`src/design/lcsu_pkg.sv`:
```
// shared types and constants for the lru cache set update block
// depends on nothing
package lcsu_pkg;

  // width of the associativity register and of the occupancy field
  localparam int WAYS_BITS = 4;
  localparam int OCC_BITS  = 4;

  // associativity after reset
  localparam logic [WAYS_BITS-1:0] WAYS_RESET = 4'd8;

  // status of one access, from the set store to the result register
  typedef struct packed {
    logic                hit;
    logic                evicted;
    logic [OCC_BITS-1:0] occupancy;
  } lcsu_result_t;

endpackage

```
`src/design/lcsu_set.sv`:
```
// tag store of one cache set in recency order, with compare and update logic
// depends on lcsu_pkg
module lcsu_set #(
  parameter int MAX_WAYS = 8,
  parameter int TAG_BITS = 32
) (
  input  logic                           clk,
  input  logic                           rst,
  input  logic                           en,
  input  logic [TAG_BITS-1:0]            tag,
  input  logic [lcsu_pkg::WAYS_BITS-1:0] ways_in_use,
  output lcsu_pkg::lcsu_result_t         result,
  output logic [TAG_BITS-1:0]            evicted_tag
);
  import lcsu_pkg::*;

  localparam int IDX_W = (MAX_WAYS > 1) ? $clog2(MAX_WAYS) : 1;
  // wide enough for way numbers and MAX_WAYS itself
  localparam int CMP_W = 6;

  logic [TAG_BITS-1:0] tags [MAX_WAYS];
  logic [OCC_BITS-1:0] count;
  logic [OCC_BITS-1:0] count_next;

  logic             found;
  logic [IDX_W-1:0] pos;
  logic [CMP_W-1:0] count6;
  logic [CMP_W-1:0] eff6;
  logic [CMP_W-1:0] upto6;
  logic             full;
  logic             ev;

  // parallel compare over valid ways, lowest matching way wins
  always_comb begin
    found = 1'b0;
    pos   = '0;
    for (int i = MAX_WAYS - 1; i >= 0; i--) begin
      if ((CMP_W'(i) < count6) && (tags[i] == tag)) begin
        found = 1'b1;
        pos   = IDX_W'(i);
      end
    end
  end

  // effective associativity: zero acts as one, clamp at the store depth
  always_comb begin
    eff6 = CMP_W'(ways_in_use);
    if (ways_in_use == '0) begin
      eff6 = CMP_W'(1);
    end
    if (eff6 > CMP_W'(MAX_WAYS)) begin
      eff6 = CMP_W'(MAX_WAYS);
    end
  end

  // shift range, eviction and new occupancy
  always_comb begin
    count6 = CMP_W'(count);
    full   = (count6 >= eff6);
    ev     = !found && full;
    if (found) begin
      upto6 = CMP_W'(pos);
    end else if (full) begin
      upto6 = count6 - CMP_W'(1);
    end else begin
      upto6 = count6;
    end
    count_next = (!found && !full) ? count + OCC_BITS'(1) : count;
  end

  assign evicted_tag      = ev ? tags[upto6[IDX_W-1:0]] : '0;
  assign result.hit       = found;
  assign result.evicted   = ev;
  assign result.occupancy = count_next;

  // fill count
  always_ff @(posedge clk) begin
    if (rst) begin
      count <= '0;
    end else if (en) begin
      count <= count_next;
    end
  end

  // move ways toward the lru end and put the tag at the front
  always_ff @(posedge clk) begin
    if (en) begin
      tags[0] <= tag;
      for (int i = 1; i < MAX_WAYS; i++) begin
        if (CMP_W'(i) <= upto6) begin
          tags[i] <= tags[i-1];
        end
      end
    end
  end

endmodule

```
`src/design/lru_cache_set_update_top.sv`:
```
// channel   dir  signals                                       accepted when
// request   in   in_valid in_ready lookup_tag                  in_valid & in_ready
// result    out  out_valid out_ready hit evicted               out_valid & out_ready
//                evicted_tag occupancy
// config    in   cfg_valid cfg_ready cfg_data (ways_in_use)    cfg_valid & cfg_ready
//
// one request per cycle unless the result stalls: a request is held in the input
// register, then the set store is compared and updated in one pass and the result
// register is loaded.
// reset empties the set and sets the associativity to eight; no clearing pass.
// a stalled result register holds the input register, and in_ready follows.
// top level of the lru cache set update block; depends on lcsu_pkg and lcsu_set
module lru_cache_set_update_top #(
  parameter int MAX_WAYS = 8,
  parameter int TAG_BITS = 32
) (
  input  logic                           clk,
  input  logic                           rst,
  input  logic                           in_valid,
  output logic                           in_ready,
  input  logic [TAG_BITS-1:0]            lookup_tag,
  output logic                           out_valid,
  input  logic                           out_ready,
  output logic                           hit,
  output logic                           evicted,
  output logic [TAG_BITS-1:0]            evicted_tag,
  output logic [lcsu_pkg::OCC_BITS-1:0]  occupancy,
  input  logic                           cfg_valid,
  output logic                           cfg_ready,
  input  logic [lcsu_pkg::WAYS_BITS-1:0] cfg_data
);
  import lcsu_pkg::*;

  logic [WAYS_BITS-1:0] ways_reg;
  logic                 s1_valid;
  logic [TAG_BITS-1:0]  s1_tag;
  logic                 advance;
  lcsu_result_t         set_result;
  logic [TAG_BITS-1:0]  set_evicted_tag;

  // handshake: input register moves when the result register is free
  assign advance   = s1_valid && (!out_valid || out_ready);
  assign in_ready  = !s1_valid || advance;
  assign cfg_ready = 1'b1;

  // associativity register
  always_ff @(posedge clk) begin
    if (rst) begin
      ways_reg <= WAYS_RESET;
    end else if (cfg_valid && cfg_ready) begin
      ways_reg <= cfg_data;
    end
  end

  // input register
  always_ff @(posedge clk) begin
    if (rst) begin
      s1_valid <= 1'b0;
    end else if (in_ready) begin
      s1_valid <= in_valid;
    end
  end

  always_ff @(posedge clk) begin
    if (in_valid && in_ready) begin
      s1_tag <= lookup_tag;
    end
  end

  // set store and update
  lcsu_set #(
    .MAX_WAYS (MAX_WAYS),
    .TAG_BITS (TAG_BITS)
  ) u_set (
    .clk         (clk),
    .rst         (rst),
    .en          (advance),
    .tag         (s1_tag),
    .ways_in_use (ways_reg),
    .result      (set_result),
    .evicted_tag (set_evicted_tag)
  );

  // result register
  always_ff @(posedge clk) begin
    if (rst) begin
      out_valid <= 1'b0;
    end else if (advance) begin
      out_valid <= 1'b1;
    end else if (out_ready) begin
      out_valid <= 1'b0;
    end
  end

  always_ff @(posedge clk) begin
    if (advance) begin
      hit         <= set_result.hit;
      evicted     <= set_result.evicted;
      occupancy   <= set_result.occupancy;
      evicted_tag <= set_evicted_tag;
    end
  end

endmodule

```
`config.mk`:
```
export PLATFORM = sky130hd
export DESIGN_NAME = lru_cache_set_update_top
export DESIGN_NICKNAME = d
export VERILOG_FILES = /design/src/design/lcsu_pkg.sv /design/src/design/lcsu_set.sv /design/src/design/lru_cache_set_update_top.sv
export SDC_FILE = /design/constraint.sdc
export NUM_CORES = 1
export LEC_CHECK = 0
export BUFFER_PORTS_ARGS = -buffer_cell sky130_fd_sc_hd__buf_2
export CORE_ASPECT_RATIO = 1.1
export CORE_MARGIN = 1.5
export CORE_UTILIZATION = 55
export CTS_CLUSTER_SIZE = 20
export DETAILED_ROUTE_END_ITERATION = 8
export GPL_TIMING_DRIVEN = 0
export PLACE_DENSITY = 0.78
export SLEW_MARGIN = 5
export SYNTH_ARGS = -nofsm -noshare
export SYNTH_HDL_FRONTEND = slang
export SYNTH_SLANG_ARGS = --single-unit
export TNS_END_PERCENT = 20
```
`constraint.sdc`:
```
create_clock -name clk -period 8.7 [get_ports clk]
set_input_delay 1.74 -clock clk [delete_from_list [all_inputs] [get_ports clk]]
set_output_delay 1.74 -clock clk [all_outputs]
set_load 0.03 [all_outputs]
```
Word-level counts from Yosys, hierarchy flattened:

Memories as Yosys holds them, arrays and structs flattened. A register that Yosys moved wholly into a read port is not among the register bits.
Index checks and enable logic that the tools add are counted.

* register bits: 48
* RAM bits: 256
* input bits: 41
* word-level logic and storage cells: 103
* memories kept: 1

Memory list
* u_set.tags: words 8, width 32, read ports 9, clocked after memory_dff 1, wr ports 8, RTL line lcsu_set.sv:21 `logic [TAG_BITS-1:0] tags [MAX_WAYS];`

* add/subtract/negate cells: 2
* $lt $le $gt $ge: 17
* equality and inequality tests: 8
* multiplexer cells: 46
* reductions and logical operators: 21

Operators with widths (count)
* $eq 32x32->1: 8
* $mux 1: 33
* $le 3x6->1 const A: 4
* $mux 3: 8
* $lt 3x4->1 const A: 4
* $le 2x6->1 const A: 2
* $logic_and 1x1->1: 12
* $mux 4: 3
* $mux 6: 2
* $lt 1x4->1 const A: 2
* $lt 2x4->1 const A: 2
* $le 1x6->1 const A: 1
* $logic_not 1->1: 5
* $sub 4x1->5 const B: 1
* $add 4x1->4 const B: 1
* $ge 4x4->1: 1
* $gt 4x4->1 const B: 1
* $logic_not 4->1: 1
* $logic_or 1x1->1: 2
* $reduce_bool 2->1: 1

Longest topological paths before layout:

Gate-level depths: netlist of the first run.
An unclocked memory read counts as a cell.

* depth in word-level cells: 16
* gate-level depth with buffers: 18

Cells and area by module:

Synthesis of the first run repeated with hierarchy kept, for this count alone.

* cell total of the unflattened synthesis: 1215
* area, all modules: 16908.7 um^2

Modules (own cells, without submodules)
* lcsu_set: instances 1, cells each 1120, area an instance 14564.0 um^2
* lru_cache_set_update_top: instances 1, cells each 95, area an instance 2344.7 um^2

Worst setup path before layout of the first run:

OpenSTA, ideal clock, no wires.

* path kind: register to register
* from: reg u_set.count[0]
* to: mem u_set.tags[3][0], enable pin
* arrival time: 4461 ps
* setup slack: 3807 ps
* cell stages (with the launch flop): 17
* path buffers: 5
* period minus slack after synthesis: 4893 ps
* cells stage by stage: dfxtp_1 clkbuf_1 inv_1 ha_1 nand2b_1 a21o_1 a21o_1 a21oi_1 clkbuf_8 xnor2_1 and3_1 o21bai_2 buf_4 buf_6 buf_6 nand3_1 a21oi_1

RTL lines
* from (decl): RTL line lcsu_set.sv:22 `logic [OCC_BITS-1:0] count;`
* from (signal assigned): RTL line lcsu_set.sv:81 `count <= count_next;`
* to (decl): RTL line lcsu_set.sv:21

==> results of run 1 <==
[cell usage in the layout, fill, tap and decap left out, types with 37 or more instances in the layout]
cell type	n
mux2i_1	100
edfxtp_1	326
nand3_1	43
xnor2_1	103
nor4_1	49
xor2_1	157
nand4_1	41
clkbuf_16	37
nand2_1	56
a21oi_1	40
buf_2	106
[how the worst max path moves through the flow]
| stage | slack [ns] | to | from |
|---|---|---|---|
| floorplan | 3.81 | u_set.tags[3][0]$_DFFE_PP_ | u_set.count[0]$_SDFFE_PP0P_ |
| global placement | 2.36 | u_set.tags[3][17]$_DFFE_PP_ | u_set.count[2]$_SDFFE_PP0P_ |
| detailed placement | 4.04 | u_set.tags[4][17]$_DFFE_PP_ | u_set.count[2]$_SDFFE_PP0P_ |
| CTS | 4.00 | u_set.tags[4][27]$_DFFE_PP_ | u_set.count[2]$_SDFFE_PP0P_ |
| global route | 3.71 | u_set.tags[4][26]$_DFFE_PP_ | u_set.count[2]$_SDFFE_PP0P_ |
| finish | 3.93 | u_set.tags[4][27]$_DFFE_PP_ | u_set.count[2]$_SDFFE_PP0P_ |
[stage by stage]
| step | util [%] | total power [mW] | cell area (µm²) | worst slack (ns) | hold slack (ns) |
|---|---|---|---|---|---|
| final | 63.9 | 3.90 | 19000 | 3.93 | 0.440 |
| after global routing | 63.9 | 4.00 | 19000 | 3.71 | 0.455 |
| after CTS | 63.9 | 3.90 | 19000 | 4.00 | 0.443 |
| after detailed placement | 60.2 | 2.49 | 18000 | 4.04 | 0.428 |
| after global placement | 59.4 | 2.47 | 17700 | 2.36 | 0.425 |
| after floorplan | - | 2.29 | 16800 | 3.81 | 0.421 |
[power by group through the flow]
stage / registers, mW / logic, mW / clock network [mW]
final: 1.90 / 0.572 / 1.43
after global routing: 1.90 / 0.597 / 1.50
after CTS: 1.90 / 0.565 / 1.44
after detailed placement: 1.93 / 0.562 / 0
after global placement: 1.93 / 0.538 / 0
after floorplan: 1.94 / 0.351 / 0
[cells by family (layout without fill, tap and decap cells)]
family	count (synthesis)	count (layout)	synth area share, %
AO/OA/AOI/OAI	98	98	4.04
XOR/XNOR	261	261	13.7
adder cells (fa/ha/maj)	8	8	0.596
buffers and inverters	88	235	4.11
flip-flops	336	336	59.5
multiplexers	101	101	6.03
other	1	1	0.0223
AND/OR/NAND/NOR	331	331	12.1
[cell usage after synthesis (2+ instances only)]
| library cell | instances |
|---|---|
| a211o_1 | 33 |
| a211oi_1 | 3 |
| a21o_1 | 4 |
| a21oi_1 | 44 |
| and2_1 | 5 |
| and2_2 | 31 |
| and3_1 | 3 |
| and4_1 | 32 |
| buf_2 | 28 |
| buf_4 | 8 |
| buf_6 | 20 |
| clkbuf_1 | 5 |
| clkbuf_4 | 2 |
| clkbuf_8 | 10 |
| dfxtp_1 | 10 |
| dlygate4sd1_1 | 3 |
| edfxtp_1 | 326 |
| ha_1 | 8 |
| inv_1 | 9 |
| mux2i_1 | 100 |
| nand2_1 | 56 |
| nand2b_1 | 3 |
| nand3_1 | 43 |
| nand3_2 | 2 |
| nand4_1 | 41 |
| nand4b_1 | 2 |
| nor2_1 | 24 |
| nor2_2 | 2 |
| nor2b_1 | 8 |
| nor3_1 | 6 |
| nor3_2 | 2 |
| nor4_1 | 49 |
| nor4_2 | 3 |
| nor4b_1 | 8 |
| o211ai_1 | 2 |
| o21a_1 | 2 |
| o21ai_0 | 2 |
| or4_1 | 2 |
| xnor2_1 | 103 |
| xor2_1 | 157 |
[final cells by class]
class                      count  area (µm²)
fill                        2243       10800
sequential                   336        9990
multi-input combinational    800        6190
clock buffer                  47         973
buffer                        79         657
timing repair buffer          85         576
tap                          408         510
clock inverter                15         101
inverter                       9        36.3
[worst register-to-register path: cells and delay by family, from the launching register on]
kind,cells,cell delay [ns]
simple gates,7,2.75
compound gates,2,0.78
buf+inv,2,0.55
flops,1,0.31
[layer usage]
metal	global-route usage, %	routed length [µm]	vias up
li1	-	-	4800
met1	39.7	18900	5269
met2	47.0	21400	598
met3	3.83	3180	124
met4	19.2	3210	0
met5	0	0	-
==> key figures, run 1 <==
Placement
  – GPL Wtd Cong: 1.10
  – Port Buf Inserts: 78
  – Placed cells: 1717
  – HPWL Detailed: 37000 µm

Clock tree
  – Longest Clk Path Bufs: 3
  – Clock latency on the worst-skew pair: 0.53 ns
  – H-tree depth: 2
  – CTS clk-pin slew, worst paths: 0.06 ns
  – Clock root cell: clkbuf_16
  – CTS tree: yes
  – Post-CTS Setup Bufs: 0
  – Post-CTS resize count: 0
  – Cts hold-fix bufs: 0
  – CTS buffer count: 36
  – Sink Count: 336

STA
  – Slew HR: 27.4%
  – Setup-failing EPs final: 0
  – Sum Neg Setup Slack: 0 ns
  – Slew at the pin closest to its max-slew limit: 1.09 ns
  – Period utilization: 54.9%
  – Minimum clock period: 4.77 ns
  – Max Clock Freq: 0.209 GHz
  – RSZ-0062 raised after global routing: false
  – Clk_skew: 0.0256 ns
  – Endpoints failing hold: 0
  – Final slew viol count: 0

Layout
  – Inserted Diodes: 0
  – Fin nets: 1396
  – Layout area overhead: 13.3%
  – Max reg flops: 256
  – Non-Filler Instances: 1779
  – Share of layout cells above drive strength 1: 19.0%
  – Biggest regs: u_set.tags: 256 flops, evicted_tag: 32 flops, s1_tag: 32 flops
  – Register bank with the most flops: u_set.tags

Yosys
  – Sequential cell area fraction in the yosys report: 59.5%
  – Synthesized cell area: 0.0168 mm²
  – Syn Inst Count: 1224
  – Top-area cell type share of the netlist area: 58.3%
  – Mean post-synth cell area: 13.7 µm²
  – Largest cells by area after synthesis: edfxtp_1 (58%), xor2_1 (8.2%), mux2i_1 (6.0%), xnor2_1 (5.4%), nor4_1 (1.8%)
  – Synth Flop Type: edfxtp_1
  – #FFs+latches synth: 336
  – Yosys top cell by area: edfxtp_1
  – Syn_nets: 1273
  – Unique masters post-synth: 63
  – Async S/R FF share, synth: 0%
  – YS warnings: 0
  – Post-synth EDFFs: 326

Pwr
  – Clock share of power: 36.7%
  – Combinational power share: 14.7%
  – Cell area power density: 205 mW/mm²
  – Switching Fraction: 26.2%
  – Flop pwr share: 48.7%
  – Switching power total: 1.02 mW
  – Int Pwr: 2.88 mW
  – LEAKAGE: 6.60 nW
  – Max IR drop VDD: 222 µV

Critical path
  – R2R setup slack: 3.93 ns
  – Slowest cell on the critical path: nor2_4
  – CP bufs+invs: 2
  – Most frequent CP cell: and2_1
  – Slowest stage delay, CP: 0.73 ns
  – Cells along the critical path: buf_2, nor2_1, o21ai_0, nand2_1, nor3_2, nor4_1, and2_1, clkbuf_1, o211ai_1, and2_1, nor2_4
  – Worst r2r src: u_set.count[2]$_SDFFE_PP0P_
  – R2r worst-path depth: 11
  – CP Max Fanout: 32
  – Worst EP required: 8.83 ns
  – Critical path's top delay family: simple AND/OR/NAND/NOR gates
  – Worst reg2reg endpoint: u_set.tags[4][27]$_DFFE_PP_
  – CP Class: reg -> reg
  – Crit. End Element: flop
  – Crit path DAT: 4.90 ns
  – Startpoint types: flop
  – Number of cells on the critical path: 11

Global routing
  – Tot GR Track Use: 29.9%
  – Antenna violations before repair: 1
  – Vias in the first global route: 10514
  – Gr ovfl total: 0
  – First-pass GRT wire length: 67100 µm
  – Largest net degree at the start of global routing: 63

Die
  – # rows: 66
  – Die area: 0.0316 mm²
  – Core box area: 0.0298 mm²
  – Initial Utilization: 56.3%
  – Die Ht: 186 µm
  – Ports: 82
  – Die Width: 170 µm

Hold path
  – Hold path cells: 0
  – Hold Path End: u_set.tags[0][6]$_DFFE_PP_
  – Worst hold start: s1_tag[6]$_DFFE_PP_
  – Hold Path Class: reg -> reg

Routing
  – Number of detailed-route iterations in the first pass: 6
  – Drt drc: 0
  – Post-Route WL: 46700 µm
  – Antenna viol nets, final: 0
  – Routed len/inst: 26.3 µm
  – DR iter-0 viols: 1140
  – Via Count: 10791
  – Vias per std cell: 6.07

Status
  – Outcome: finished, final reports clean

Run
  – Max Cap Violations: 0
Note: power is estimated with default switching activity, not from simulation.
==> inputs of run 2 (changes only) <==
PLACE_DENSITY = 0.81   (was 0.78)
clock period = 4.05 ns   (was 8.7 ns; I/O delays follow)
==> run 2 against run 1 <==
Net effect: die area did not move; utilization rose by 1.3 points; clock power rose by 140%; sequential share of layout area fell by 1.1 points; clock-buffer cell count fell by 6; worst setup slack got worse by 3.9 ns; routed wire length rose by 1.6%; the run now ends with setup timing left; clock skew fell by 0.0069 ns; register-to-register slack got worse by 3.9 ns; combinational power rose by 120%.
==> key figures, run 2 (synthesized netlist as in run 1, its figures left out) <==
Die
  – Die area: 0.0316 mm²
  – Die Ht: 186 µm
  – # rows: 66
  – Core box area: 0.0298 mm²
  – Ports: 82
  – Initial Utilization: 56.3%
  – Die Width: 170 µm

Critical path
  – Crit path DAT: 4.30 ns
  – CP bufs+invs: 5
  – Slowest cell on the critical path: or4_4
  – CP Class: reg -> reg
  – Number of cells on the critical path: 14
  – Most frequent CP cell: buf_6
  – Worst r2r src: s1_tag[13]$_DFFE_PP_
  – Crit. End Element: flop
  – Startpoint types: flop
  – CP Max Fanout: 24
  – Crit path to: u_set.tags[3][26]$_DFFE_PP_
  – Worst EP required: 4.27 ns
  – Critical path's top delay family: simple AND/OR/NAND/NOR gates
  – R2R setup slack: -0.02 ns
  – R2r worst-path depth: 14
  – Worst reg2reg endpoint: u_set.tags[3][26]$_DFFE_PP_
  – Cells along the critical path: buf_4, xor2_1, nor4_2, nand4_1, or4_4, o22ai_2, a211oi_1, o21bai_2, buf_6, buf_8, buf_6, nand3_1, a21oi_4, buf_16
  – Slowest stage delay, CP: 0.58 ns
  – Crit path from: s1_tag[13]$_DFFE_PP_

Placement
  – HPWL Detailed: 36900 µm
  – GPL Wtd Cong: 1.01
  – Port Buf Inserts: 78

STA
  – Max Clock Freq: 0.246 GHz
  – Final slew viol count: 0
  – Period utilization: 101%
  – Slew HR: 20.5%
  – RSZ-0062 raised after global routing: true
  – Setup-failing EPs final: 33
  – Minimum clock period: 4.07 ns
  – Endpoints failing hold: 0
  – Slack of the critical path: -0.0215 ns
  – Slew at the pin closest to its max-slew limit: 1.19 ns
  – Clk_skew: 0.0187 ns
  – Sum Neg Setup Slack: -0.422 ns

Routing
  – Antenna viol nets, final: 0
  – Via Count: 10924
  – Vias per std cell: 6.09
  – Met1 wire length: 18500 µm
  – Number of detailed-route iterations in the first pass: 5
  – DR iter-0 viols: 1326
  – Max layer used: met4
  – Post-Route WL: 47500 µm
  – Routed len/inst: 26.5 µm
  – Drt drc: 0
  – DR WL met2: 22700 µm
  – Met3 wire length: 3770 µm

Global routing
  – Largest net degree at the start of global routing: 62
  – Tot GR Track Use: 30.2%
  – First-pass GRT wire length: 67900 µm
  – Gr ovfl total: 0
  – Vias in the first global route: 10734
  – Antenna violations before repair: 0

Layout
  – Register bank with the most flops: u_set.tags
  – Biggest regs: u_set.tags: 256 flops, evicted_tag: 32 flops, s1_tag: 32 flops
  – Share of layout cells above drive strength 1: 22.0%
  – Fin nets: 1408
  – Inserted Diodes: 0
  – Layout area overhead: 15.7%
  – Commonest non-fill, non-tap cell in the layout: edfxtp_1
  – Commonest non-fill, non-tap cells in the layout: edfxtp_1 (326), xor2_1 (157), buf_2 (104)
  – Fillers: 2128
  – Fin util: 65.2%
  – Max reg flops: 256

Status
  – Outcome: finished with violations
  – Failing checks: setup timing

Clock tree
  – Clock root cell: clkbuf_16
  – CTS buffer count: 35
  – Cts hold-fix bufs: 0
  – Clock latency on the worst-skew pair: 0.53 ns
  – CTS tree: yes
  – Longest Clk Path Bufs: 3
  – Sink Count: 336
  – CTS clk-pin slew, worst paths: 0.07 ns
  – H-tree depth: 2

Pwr
  – Overall power: 8.73 mW
  – Cell area power density: 450 mW/mm²
  – LEAKAGE: 6.77 nW
  – Max IR drop VDD: 541 µV

Hold path
  – Worst hold start: s1_tag[1]$_DFFE_PP_
  – Hold Path Class: reg -> reg

Run
  – Max Cap Violations: 0
run 2: changes by cell type in the layout (fill, tap and decap cells not counted), moves of 5 or more:
cell	change
buf_4	+11
clkbuf_1	-9
clkinv_1	-5
mux2i_1	-5
nor4_1	-5
nor4_2	+5
run 2: worst min path at each step:
stage	end	slack (ns)	cells past startpoint
2_1_floorplan	u_set.tags[0][0]$_DFFE_PP_	0.42	0
3_3_place_gp	u_set.tags[0][21]$_DFFE_PP_	0.42	0
3_5_place_dp	u_set.tags[0][25]$_DFFE_PP_	0.43	0
4_1_cts	u_set.tags[0][1]$_DFFE_PP_	0.44	0
5_1_grt	s1_tag[20]$_DFFE_PP_	0.45	1
6_report	u_set.tags[0][1]$_DFFE_PP_	0.44	0
run 2: area by class of cell:
type                       instances  area (µm²)  share of cell area, %
clock inverter                    22         260                   1.34
tap                              408         510                   2.63
multi-input combinational        801        6300                   32.4
timing repair buffer              98         686                   3.53
buffer                            78         692                   3.56
inverter                           9        36.3                  0.187
clock buffer                      41         950                   4.89
sequential                       336        9990                   51.4
run 2: where the power goes:
group | switching [mW] | leakage [nW] | internal [mW]
combinational | 0.801 | 3.09 | 0.483
sequential | 0.102 | 3.10 | 3.98
clock | 1.36 | 0.585 | 2.01
run 2: stage by stage:
| step | area [µm²] | instances | setup slack [ns] | hold WS (ns) |
|---|---|---|---|---|
| after detailed placement | 18000 | 1717 | -0.607 | 0.426 |
| after global placement | 17700 | 1710 | -2.06 | 0.425 |
| after global routing | 19400 | 1793 | -0.109 | 0.445 |
| after CTS | 19300 | 1786 | -0.0237 | 0.443 |
| after floorplan | 16800 | 1224 | -0.489 | 0.421 |
| final | 19400 | 1793 | -0.0215 | 0.442 |
run 2: layer usage:
layer | GRT usage (%) | vias to the layer above
met5 | 0 | -
met3 | 3.62 | 113
met4 | 15.6 | 0
li1 | - | 4830
met2 | 50.0 | 620
met1 | 39.6 | 5361
run 2: worst register-to-register path, delay by kind of cell, from the launching register on:
| kind | cells | cell delay [ns] |
|---|---|---|
| AOI/OAI and AO/OA | 4 | 0.79 |
| xor gates and xnor gates | 1 | 0.25 |
| buffers and inverters | 5 | 0.99 |
| DFF | 1 | 0.40 |
| and+or+nand+nor | 4 | 1.33 |
run 2: timing repair:
| action | 4_1_cts | 5_1_grt |
|---|---|---|
| resized for setup | 14 | 22 |
| buffers inserted | 5 | 8 |
| pin swaps | 7 | 8 |
| endpoints found under the setup margin | 248 | 246 |
| gates cloned | 1 | 0 |
